## src/rtl/core/dcmbe_pkg.sv

```systemverilog
// ----------------------------------------------------------------------------
// dcmbe_pkg
// Shared types and constants for the dual-channel magnetometer band envelope.
// ----------------------------------------------------------------------------
package dcmbe_pkg;

  // Field widths of the sample and of the filter values.
  localparam int unsigned SAMPLE_W = 10;
  localparam int unsigned AVG_W    = 14;
  localparam int unsigned ENV_W    = 15;

  // Leaky filter shifts.
  localparam int unsigned FAST_SHIFT = 4;
  localparam int unsigned SLOW_SHIFT = 6;
  localparam int unsigned DIFF_SHIFT = 2;
  localparam int unsigned ENV_SHIFT  = 7;

  // Envelope saturation value: all ones at the envelope width.
  localparam logic [ENV_W-1:0] ENV_MAX = '1;

  // Configuration port layout.
  localparam int unsigned PADDR_W     = 3;
  localparam int unsigned PDATA_W     = 32;
  localparam int unsigned REG_SEL_LSB = 2;
  localparam logic        REG_HIGH_THR = 1'b0;
  localparam logic        REG_LOW_THR  = 1'b1;

  // Reset values of the thresholds.
  localparam logic [SAMPLE_W-1:0] HIGH_THR_RESET = 10'd793;
  localparam logic [SAMPLE_W-1:0] LOW_THR_RESET  = 10'd230;

  // Potentiometer step request codes.
  typedef enum logic [1:0] {
    POT_NONE = 2'd0,
    POT_DEC  = 2'd1,
    POT_INC  = 2'd2
  } pot_step_t;

  // Per-channel filter state as held in the state memory.
  typedef struct packed {
    logic [AVG_W-1:0] fast;
    logic [AVG_W-1:0] slow;
    logic [ENV_W-1:0] env;
  } state_t;

  localparam int unsigned STATE_W = $bits(state_t);

  // Sums one bit wider than the value they update.
  typedef logic [AVG_W:0] avg_sum_t;
  typedef logic [ENV_W:0] env_sum_t;

endpackage

```

## src/rtl/core/dcmbe_ram.sv

```systemverilog
// ----------------------------------------------------------------------------
// dcmbe_ram
// Generic single-write, single-read synchronous RAM with registered read data.
// ----------------------------------------------------------------------------
module dcmbe_ram #(
  parameter int unsigned WIDTH = 8,
  parameter int unsigned DEPTH = 2
) (
  input  logic                                  clk,
  input  logic                                  we,
  input  logic [(DEPTH > 1 ? $clog2(DEPTH) : 1)-1:0] waddr,
  input  logic [WIDTH-1:0]                      wdata,
  input  logic                                  re,
  input  logic [(DEPTH > 1 ? $clog2(DEPTH) : 1)-1:0] raddr,
  output logic [WIDTH-1:0]                      rdata
);

  logic [WIDTH-1:0] mem_r [DEPTH];
  logic [WIDTH-1:0] rdata_r;

  always_ff @(posedge clk) begin
    if (we) begin
      mem_r[waddr] <= wdata;
    end
    if (re) begin
      rdata_r <= mem_r[raddr];
    end
  end

  assign rdata = rdata_r;

endmodule

```

## src/rtl/core/dcmbe_update.sv

```systemverilog
// ----------------------------------------------------------------------------
// dcmbe_update
// One update of the three cascaded leaky filters of a channel.
// ----------------------------------------------------------------------------
module dcmbe_update (
  input  dcmbe_pkg::state_t                  old_state,
  input  logic [dcmbe_pkg::SAMPLE_W-1:0]     sample,
  output dcmbe_pkg::state_t                  new_state
);

  dcmbe_pkg::avg_sum_t                fast_sum;
  dcmbe_pkg::avg_sum_t                slow_sum;
  dcmbe_pkg::env_sum_t                env_sum;
  logic [dcmbe_pkg::AVG_W-1:0]        fast_new;
  logic [dcmbe_pkg::AVG_W-1:0]        slow_new;
  logic [dcmbe_pkg::AVG_W-1:0]        band_diff;

  always_comb begin
    fast_sum = dcmbe_pkg::avg_sum_t'(old_state.fast)
             - dcmbe_pkg::avg_sum_t'(old_state.fast >> dcmbe_pkg::FAST_SHIFT)
             + dcmbe_pkg::avg_sum_t'(sample);
    fast_new = fast_sum[dcmbe_pkg::AVG_W-1:0];

    slow_sum = dcmbe_pkg::avg_sum_t'(old_state.slow)
             - dcmbe_pkg::avg_sum_t'(old_state.slow >> dcmbe_pkg::SLOW_SHIFT)
             + dcmbe_pkg::avg_sum_t'(fast_new >> dcmbe_pkg::SLOW_SHIFT);
    slow_new = slow_sum[dcmbe_pkg::AVG_W-1:0];

    band_diff = (fast_new >= slow_new) ? (fast_new - slow_new) : (slow_new - fast_new);

    // The sum cannot exceed twice the maximum, so the carry bit flags overflow.
    env_sum = dcmbe_pkg::env_sum_t'(old_state.env)
            - dcmbe_pkg::env_sum_t'(old_state.env >> dcmbe_pkg::ENV_SHIFT)
            + dcmbe_pkg::env_sum_t'(band_diff >> dcmbe_pkg::DIFF_SHIFT);

    new_state.fast = fast_new;
    new_state.slow = slow_new;
    new_state.env  = env_sum[dcmbe_pkg::ENV_W] ? dcmbe_pkg::ENV_MAX
                                               : env_sum[dcmbe_pkg::ENV_W-1:0];
  end

endmodule

```

## src/rtl/core/dual_channel_mag_band_envelope.sv

```systemverilog
// ----------------------------------------------------------------------------
// dual_channel_mag_band_envelope
// Per-channel gain potentiometer requests and a three-stage leaky band
// envelope for a multi-channel magnetometer front end.
// ----------------------------------------------------------------------------
//
//   Port group  Direction  Handshake           Contents
//   in_*        input      in_valid/in_stall   channel tag and 10-bit sample
//   out_*       output     out_valid/out_stall pot step, fast, slow, envelope
//   APB         input      psel/penable        two 10-bit threshold registers
//
// One word is accepted per cycle while in_stall is low. The word's state
// is first read from the state memory into the read stage; from there the
// filter update runs, writes the state back and loads the output register.
// Reset is synchronous and needs no clearing pass: a valid bit per channel
// makes an unwritten entry read as zero. A stalled output holds its word
// while a further word may still wait in the read stage.
//
module dual_channel_mag_band_envelope #(
  parameter int unsigned NUM_CHANNELS = 2
) (
  input  logic                              clk,
  input  logic                              rst_n,

  input  logic                              in_valid,
  output logic                              in_stall,
  input  logic                              in_channel,
  input  logic [dcmbe_pkg::SAMPLE_W-1:0]    in_sample,

  output logic                              out_valid,
  input  logic                              out_stall,
  output logic                              out_channel,
  output logic [1:0]                        out_pot_step,
  output logic [dcmbe_pkg::AVG_W-1:0]       out_fast_average,
  output logic [dcmbe_pkg::AVG_W-1:0]       out_slow_average,
  output logic [dcmbe_pkg::ENV_W-1:0]       out_envelope,

  input  logic                              psel,
  input  logic                              penable,
  input  logic                              pwrite,
  input  logic [dcmbe_pkg::PADDR_W-1:0]     paddr,
  input  logic [dcmbe_pkg::PDATA_W-1:0]     pwdata,
  output logic [dcmbe_pkg::PDATA_W-1:0]     prdata,
  output logic                              pready
);

  localparam int unsigned IDX_W = (NUM_CHANNELS > 1) ? $clog2(NUM_CHANNELS) : 1;

  // Configuration registers.
  logic [dcmbe_pkg::SAMPLE_W-1:0] high_thr_r;
  logic [dcmbe_pkg::SAMPLE_W-1:0] low_thr_r;
  logic                           cfg_write;

  // Input side.
  logic                           in_fire;
  logic [IDX_W-1:0]               in_idx;
  dcmbe_pkg::pot_step_t           in_pot_step;

  // Read stage: the word whose state is being read from memory.
  logic                           s1_valid_r;
  logic                           s1_channel_r;
  logic [IDX_W-1:0]               s1_idx_r;
  logic [dcmbe_pkg::SAMPLE_W-1:0] s1_sample_r;
  dcmbe_pkg::pot_step_t           s1_pot_step_r;
  logic                           s1_advance;

  // Most recent write to the state memory, kept for forwarding.
  logic                           last_valid_r;
  logic [IDX_W-1:0]               last_idx_r;

  // Output register; its state fields double as the forwarding data.
  logic                           out_valid_r;
  logic                           out_channel_r;
  dcmbe_pkg::pot_step_t           out_pot_step_r;
  dcmbe_pkg::state_t              out_state_r;

  logic [NUM_CHANNELS-1:0]        entry_valid_r;
  logic [dcmbe_pkg::STATE_W-1:0]  ram_rdata;
  dcmbe_pkg::state_t              old_state;
  dcmbe_pkg::state_t              new_state;

  // --------------------------------------------------------------------------
  // Configuration port. Writes complete in the access phase; pready is tied
  // high so no transfer is ever held in wait states. Only the register select
  // bit of the address is decoded.
  // --------------------------------------------------------------------------
  assign pready    = 1'b1;
  assign cfg_write = psel && penable && pwrite && pready;

  always_ff @(posedge clk) begin
    if (!rst_n) begin
      high_thr_r <= dcmbe_pkg::HIGH_THR_RESET;
      low_thr_r  <= dcmbe_pkg::LOW_THR_RESET;
    end else if (cfg_write) begin
      case (paddr[dcmbe_pkg::REG_SEL_LSB])
        dcmbe_pkg::REG_HIGH_THR: high_thr_r <= pwdata[dcmbe_pkg::SAMPLE_W-1:0];
        dcmbe_pkg::REG_LOW_THR:  low_thr_r  <= pwdata[dcmbe_pkg::SAMPLE_W-1:0];
        default: ;
      endcase
    end
  end

  always_comb begin
    case (paddr[dcmbe_pkg::REG_SEL_LSB])
      dcmbe_pkg::REG_HIGH_THR: prdata = dcmbe_pkg::PDATA_W'(high_thr_r);
      dcmbe_pkg::REG_LOW_THR:  prdata = dcmbe_pkg::PDATA_W'(low_thr_r);
      default:                 prdata = '0;
    endcase
  end

  // --------------------------------------------------------------------------
  // Acceptance and threshold compare. The read stage moves on whenever the
  // output register is empty or is being emptied, so a new word is taken in
  // every cycle unless the output is held and the read stage is full.
  // A sample above the high threshold asks for a decrease even if it is also
  // below the low threshold.
  // --------------------------------------------------------------------------
  assign s1_advance = s1_valid_r && (!out_valid_r || !out_stall);
  assign in_stall   = s1_valid_r && !s1_advance;
  assign in_fire    = in_valid && !in_stall;

  // With a single channel every word maps onto entry zero.
  assign in_idx = (NUM_CHANNELS > 1) ? IDX_W'(in_channel) : '0;

  always_comb begin
    in_pot_step = dcmbe_pkg::POT_NONE;
    if (in_sample > high_thr_r) begin
      in_pot_step = dcmbe_pkg::POT_DEC;
    end else if (in_sample < low_thr_r) begin
      in_pot_step = dcmbe_pkg::POT_INC;
    end
  end

  // --------------------------------------------------------------------------
  // State memory: one entry per channel holding all three filter values.
  // It is read when a word is accepted and written when that word leaves the
  // read stage. The read data register only changes on a new read, so a held
  // word keeps its data.
  // --------------------------------------------------------------------------
  dcmbe_ram #(
    .WIDTH (dcmbe_pkg::STATE_W),
    .DEPTH (NUM_CHANNELS)
  ) u_state_ram (
    .clk   (clk),
    .we    (s1_advance),
    .waddr (s1_idx_r),
    .wdata (new_state),
    .re    (in_fire),
    .raddr (in_idx),
    .rdata (ram_rdata)
  );

  // The memory returns the old contents when a word reads the entry that is
  // written at the same edge. The last write is therefore forwarded whenever
  // it went to the same channel: it is always that channel's newest value,
  // because no write happens while a word waits in the read stage. An entry
  // never written since reset reads as zero.
  always_comb begin
    if (last_valid_r && (last_idx_r == s1_idx_r)) begin
      old_state = out_state_r;
    end else if (entry_valid_r[s1_idx_r]) begin
      old_state = ram_rdata;
    end else begin
      old_state = '0;
    end
  end

  dcmbe_update u_update (
    .old_state (old_state),
    .sample    (s1_sample_r),
    .new_state (new_state)
  );

  // --------------------------------------------------------------------------
  // Pipeline registers.
  // --------------------------------------------------------------------------
  always_ff @(posedge clk) begin
    if (!rst_n) begin
      s1_valid_r    <= 1'b0;
      out_valid_r   <= 1'b0;
      last_valid_r  <= 1'b0;
      entry_valid_r <= '0;
    end else begin
      if (in_fire) begin
        s1_valid_r <= 1'b1;
      end else if (s1_advance) begin
        s1_valid_r <= 1'b0;
      end

      if (s1_advance) begin
        out_valid_r             <= 1'b1;
        last_valid_r            <= 1'b1;
        entry_valid_r[s1_idx_r] <= 1'b1;
      end else if (!out_stall) begin
        out_valid_r <= 1'b0;
      end
    end
  end

  always_ff @(posedge clk) begin
    if (in_fire) begin
      s1_channel_r  <= in_channel;
      s1_idx_r      <= in_idx;
      s1_sample_r   <= in_sample;
      s1_pot_step_r <= in_pot_step;
    end
    if (s1_advance) begin
      out_channel_r  <= s1_channel_r;
      out_pot_step_r <= s1_pot_step_r;
      out_state_r    <= new_state;
      last_idx_r     <= s1_idx_r;
    end
  end

  assign out_valid        = out_valid_r;
  assign out_channel      = out_channel_r;
  assign out_pot_step     = out_pot_step_r;
  assign out_fast_average = out_state_r.fast;
  assign out_slow_average = out_state_r.slow;
  assign out_envelope     = out_state_r.env;

endmodule

```

## config.mk

```make
export PLATFORM = sky130hd
export DESIGN_NAME = dual_channel_mag_band_envelope
export DESIGN_NICKNAME = d
export VERILOG_FILES = /design/src/rtl/core/dcmbe_pkg.sv /design/src/rtl/core/dcmbe_ram.sv /design/src/rtl/core/dcmbe_update.sv /design/src/rtl/core/dual_channel_mag_band_envelope.sv
export SDC_FILE = /design/constraint.sdc
export NUM_CORES = 1
export LEC_CHECK = 0
export BUFFER_PORTS_ARGS = -buffer_cell sky130_fd_sc_hd__buf_2
export CORE_ASPECT_RATIO = 0.9
export CORE_UTILIZATION = 39
export DETAILED_ROUTE_END_ITERATION = 10
export SYNTH_ARGS = -nofsm -noshare
export SYNTH_HDL_FRONTEND = slang
export SYNTH_SLANG_ARGS = --single-unit
```

## constraint.sdc

```tcl
create_clock -name clk -period 10.59 [get_ports clk]
set_input_delay 1.059 -clock clk [delete_from_list [all_inputs] [get_ports clk]]
set_output_delay 1.059 -clock clk [all_outputs]
set_load 0.005 [all_outputs]
```

---- After elaboration in Yosys (flattened, before gate mapping) ----
Memories as Yosys holds them, arrays and structs flattened. A register that Yosys moved wholly into a read port is not among the register bits.
Cells that the tools add are included.
word-level totals
  word-level logic and storage cells ...... 63
  memories kept ........................... 1
  memory bits (writable) .................. 86
  bits in latches ......................... 0
  bits in read-only memories .............. 0
  register bits after elaboration ......... 84
  output and inout bits ................... 81
operators by class
  $lt $le $gt $ge ......................... 5
  eq/ne operators ......................... 2
  shift-type cells ........................ 0
  div/mod/pow operators ................... 0
  bitwise operators ....................... 2
  $mul .................................... 0
  add/subtract/negate cells ............... 8
  mux-type cells .......................... 16
  reductions and logical operators ........ 15
memory list
  name               words  bits a word  rd ports  clocked after memory_dff  wr ports  line             RTL
  u_state_ram.mem_r  2      43           1         1                         1         dcmbe_ram.sv:18  logic [WIDTH-1:0] mem_r [DEPTH];
operators with widths
  operator                                                                       number
  43-bit 2-to-1 mux                                                              2
  32-bit one-hot mux with 2 select lines                                         1
  14-bit subtractor                                                              2
  16-bit by 12-bit adder with 16-bit output                                      1
  15-bit by 8-bit subtractor with 16-bit output                                  1
  15-bit 2-to-1 mux                                                              1
  14-bit by 10-bit adder with 14-bit output                                      1
  14-bit by 8-bit adder with 14-bit output                                       1
  14-bit greater-or-equal comparator                                             1
  14-bit 2-to-1 mux                                                              1
  14-bit by 10-bit subtractor with 14-bit output                                 1
  14-bit by 8-bit subtractor with 14-bit output                                  1
  10-bit greater-than comparator                                                 1
  10-bit less-than comparator                                                    1
  1-bit 2-to-1 mux                                                               9
  1-bit logical AND                                                              7
  1-bit zero test                                                                4
  2-bit AND reduction                                                            2
  1-bit by 2-bit less-than comparator with 1-bit output (second input constant)  1
  2-bit 2-to-1 mux                                                               1
  2-bit by 1-bit inequality test with 1-bit output (second input constant)       1
  2-bit OR                                                                       1
  2-bit nonzero test                                                             1
  1-bit demux with 1-bit select                                                  1
  4 further kinds                                                                4

---- Logic depth before layout (Yosys ltp) ----
  depth after elaboration ................. 11
  gate-level depth with buffers ........... 53

---- By module ----
From an unflattened synthesis, not the netlist that was laid out.
second synthesis, totals
  cells, all modules ...................... 1127
  area total of the unflattened synthesis .. 12558.3 um^2
by module, submodules not included
  module                          cells each  area an instance (um^2)  times used  seq. area each (um^2)
  dcmbe_ram                       179         4611.9                   1           3873.7
  dual_channel_mag_band_envelope  415         4055.1                   1           2272.2
  dcmbe_update                    533         3891.2                   1           0.0

---- Worst setup path before layout ----
No wires, ideal clock.
  kind .................................... register to register
  from .................................... reg s1_idx_r
  to ...................................... reg out_state_r, in the netlist out_envelope[10] (data pin)
  data required time ...................... 10.312 ns
  arrival time ............................ 10.041 ns
  cell stages (with the launch flop) ...... 50
  path slack .............................. 0.271 ns
  clock period less this slack ............ 10.319 ns
  cells stage by stage .................... edfxtp_1 xnor2_1 nand2_1 clkbuf_1 clkbuf_1 clkbuf_1 nand3_1 nand2_1 fa_1 ha_1 a21oi_1 o21bai_1 a21boi_0 nor2_1 xor2_1 inv_1 fa_1 inv_1 [... 14 more ...] a21oi_1 or2_2 a31oi_1 o31ai_4 mux2i_1 xnor2_1 fa_1 ha_1 a21o_1 a21oi_1 nor2b_1 o21ai_0 a21oi_1 nand4_1 a31oi_1 xnor2_1 clkbuf_1 nand2_1
RTL lines
  element                 line                                   RTL
  start, declared         dual_channel_mag_band_envelope.sv:62   logic [IDX_W-1:0] s1_idx_r;
  start signal, assigned  dual_channel_mag_band_envelope.sv:203  s1_idx_r <= in_idx;
  end signal, assigned    dual_channel_mag_band_envelope.sv:210  out_state_r <= new_state;
  end, declared           dual_channel_mag_band_envelope.sv:75   dcmbe_pkg::state_t out_state_r;

==> results list <==
* Status: complete, no violations
* Endpoints failing setup: 0
- The tree is rooted in a sky130_fd_sc_hd__clkbuf_16.
- Dividing the synthesized area by the synthesized cell count gives ~12 um^2.
- Largest net degree at the start of global routing: 57
- Global placement routability congestion: 0.861
- sky130_fd_sc_hd__edfxtp_1 is the most common cell in the netlist.
* Total via count after detailed routing: 8,106
- Type of the worst setup path: flip-flop to flip-flop
- On the critical path the largest part of the delay comes from adder cells.
- Largest area contributor in the netlist: sky130_fd_sc_hd__edfxtp_1
- STA classifies the critical path startpoint as a flip-flop.
- The clock drives 213 sinks.
* Number of diodes: 0
* Count of routing violations after the opening detailed-route iteration: 502
* Normalized max-slew margin: 33.6%
- Global routing consumed, over all layers together, approximately 18% of the routing resources.
* Critical path data arrival time: between 10,000 and 15,000 ps
- Delay of the slowest cell on the worst path: 540 ps
- The first global-routing pass estimated 43,500 um of wire.
* Syn Inst Count: 1,037
- Maxcap violations: 0
* Max FO, Critical Path: 9
- Design Area, Final: 14,400 um^2
- After filler insertion, the fill cell instance count of the layout stands at roughly 2,700.
- Post-detailed-placement half-perimeter wirelength: 19,700 um
- Top flip-flop cell by instance count after synthesis: sky130_fd_sc_hd__edfxtp_1
- From bottom edge to top edge, the die measures 168 um.
* CTS tree: built
- Setup slack of the most critical reg-to-reg path: between 500 and 600 ps
- Number of top-level pins: 134
- The floorplan step defined a core boundary enclosing between 30,000 and 40,000 um^2.
- In this run the cell area of the synthesized design comes to 12,000 um^2.
- Register bit total from synthesis: 213
- Max-slew violation count: 0
- Final count of hold timing violations: 0
- After synthesis, the netlist uses 51 different library cells.
- First-pass iteration count of the detailed router: 5
* WL met1: about 13,000 um
- Max Fclk: approximately 0.099 GHz
- Crit path time final: 10,080 ps
- Total die area: roughly 31,000 um^2
- Effective utilization at floorplan: roughly 40%
- For the worst setup path, the data required time is 10,840 ps.
- In this run, post-CTS hold repair placed 0 buffers.
- Summed over its instances, the top area cell type makes up 47.0% of the synthesized netlist area.
- H-tree lvl count: 1
- Counting buffers and inverters, the worst setup path is 46 cells deep.
* Critical path endpoint category: flip-flop
- Measured in cells, the most critical reg-to-reg path has a length of 46.
* Via count of the first global-routing pass: 7,999
- Crit path buf inv count: 7
- Clock-pin transition on the worst setup and hold timing paths: 60 ps
- The slowest stage of the critical path belongs to the cell sky130_fd_sc_hd__fa_1.
- PortBufs: 86
- Most frequent cells after synthesis: sky130_fd_sc_hd__edfxtp_1, sky130_fd_sc_hd__inv_1, sky130_fd_sc_hd__nand2_1
- Measured along the x axis, the die boundary spans 187 um.
- On the final layout, the worst clock skew is 8.47 ps.
* Most used cell, CP: sky130_fd_sc_hd__ha_1
- In this run the top signal layer used is met4.
- The share of the Yosys chip area taken by registers is between 50% and 60%.
- Number of buffers added by the clock tree synthesis step: 25
* Slew at the pin with the worst max-slew slack: 992 ps
- Cells with a size suffix above 1 make up 25.0% of the layout.
- Total wire length: 27,900 um
* Met3 WL: about 1400 um
- Most area-consuming cells after synthesis: sky130_fd_sc_hd__edfxtp_1, sky130_fd_sc_hd__ha_1, sky130_fd_sc_hd__mux2_2, sky130_fd_sc_hd__dfxtp_1, sky130_fd_sc_hd__fa_1
- For this run, the post-layout net count is 1,384.
* Congestion Overflow GR: 0
- Cell count of the worst hold path: 0
- Number of antenna violations at the first check in global routing: 0
* Number of flops mapped to enable cells by yosys: 188
- Final period util: 95.2%
- Detailed-route wire length per cell: 17.1 um
- Class of the most critical hold timing path: flip-flop to flip-flop
- FP Rows: 60
- Synthesis Warnings: 0
- Once placement finished, the instance area stood at between 10,000 and 15,000 um^2.
- Share of synthesized registers carrying an async set or reset: 0%
- Number of remaining DRC errors: 0
- Across the whole layout, storage elements account for 6150 um^2.
* Average via count per standard cell: 4.96
- The routed design uses 12,600 um of met2 wire.
* Buffers from clock root to sink, at most: 3
- The count of nets left with antenna violations once routing finished came out at 0.
- Relative area change from synthesis to final layout: 20.1%
* Clock Latency Late Sink: 520 ps
- The multi-input combinational cells in the finished layout cover a total of about 5400 um^2.
==> path summary, 6_finish.rpt <==
check,startpoint,end
setup / recovery,s1_idx_r$_DFFE_PP_,u_state_ram.mem_r[1][6]$_DFFE_PP_
hold / removal,s1_pot_step_r[0]$_SDFFCE_PN1P_,out_pot_step[0]$_DFFE_PP_
setup reg to reg,s1_idx_r$_DFFE_PP_,u_state_ram.mem_r[1][6]$_DFFE_PP_
hold reg to reg,s1_pot_step_r[0]$_SDFFCE_PN1P_,out_pot_step[0]$_DFFE_PP_
==> per-layer routing <==
layer / GRT usage (%) / vias to the layer above
met1: 25.4 / 3930
met4: 3.49 / 0
met2: 28.3 / 189
met5: 0 / -
li1: - / 3955
met3: 2.56 / 32
==> layout by cell type, fill, tap and decap left out, types with 29 or more instances in the layout <==
| cell | n |
|---|---|
| sky130_fd_sc_hd__buf_4 | 87 |
| sky130_fd_sc_hd__ha_1 | 92 |
| sky130_fd_sc_hd__a21oi_1 | 44 |
| sky130_fd_sc_hd__nand2_1 | 104 |
| sky130_fd_sc_hd__buf_2 | 86 |
| sky130_fd_sc_hd__xnor2_1 | 29 |
| sky130_fd_sc_hd__inv_1 | 111 |
| sky130_fd_sc_hd__mux2_2 | 44 |
| sky130_fd_sc_hd__edfxtp_1 | 188 |
| sky130_fd_sc_hd__nand3_1 | 32 |
==> registers in the layout, summed over array words and instances (netlist names) <==
register / flops
entry_valid_r: 2
u_state_ram.mem_r: 86
last_valid_r: 1
high_thr_r: 10
s1_sample_r: 10
s1_pot_step_r: 2
out_pot_step: 2
low_thr_r: 10
out_envelope: 15
out_valid: 1
out_fast_average: 14
s1_valid_r: 1
out_channel: 1
s1_idx_r: 1
u_state_ram.rdata: 43
out_slow_average: 14
==> through the flow <==
stage / utilization, % / hold slack [ps] / cells / TNS [ps] / worst slack, ps
finish: 47.9 / 422 / 1633 / 0 / 505
global route: 47.9 / 428 / 1633 / -3190 / -96.1
CTS: 47.1 / 424 / 1626 / 0 / 21.7
detailed placement: 44.5 / 409 / 1581 / 0 / 53.4
global placement: 44.5 / 405 / 1581 / 0 / 151
floorplan: - / 400 / 1058 / 0 / 271
==> worst register-to-register path, delay by kind of cell (launching register included) <==
family	cells	cell delay [ps]
multiplexers	2	580
AND/OR/NAND/NOR	9	2040
XOR/XNOR	4	720
AO/OA/AOI/OAI	17	2480
flip-flops	1	460
adder cells (fa/ha/maj)	7	2590
buffers and inverters	7	970
==> layout make-up <==
class                      count  share of cell area [%]
clock buffer                  30                    4.47
tap                          403                    3.50
timing repair buffer         176                    7.96
inverter                     114                    2.97
sequential                   213                    42.6
multi-input combinational    682                    37.5
clock inverter                15                   0.937
==> logic make-up after synthesis <==
| group | count (synthesis) | synth area share, % |
|---|---|---|
| buffers and inverters | 163 | 5.83 |
| XOR/XNOR | 58 | 4.36 |
| flip-flops | 213 | 51.2 |
| multiplexers | 55 | 5.06 |
| AO/OA/AOI/OAI | 176 | 9.57 |
| adder cells (fa/ha/maj) | 119 | 13.9 |
| AND/OR/NAND/NOR | 251 | 10.0 |
| other | 2 | 0.0626 |
==> what timing repair did <==
| item | in CTS | in global routing |
|---|---|---|
| setup endpoints to repair | 0 | 45 |
| gates resized for setup | 0 | 43 |
| setup buffers | 0 | 6 |
Power is left out: the tool's default activity adds up to more than one toggle a clock period on the data nets, which glitch-free logic cannot reach.
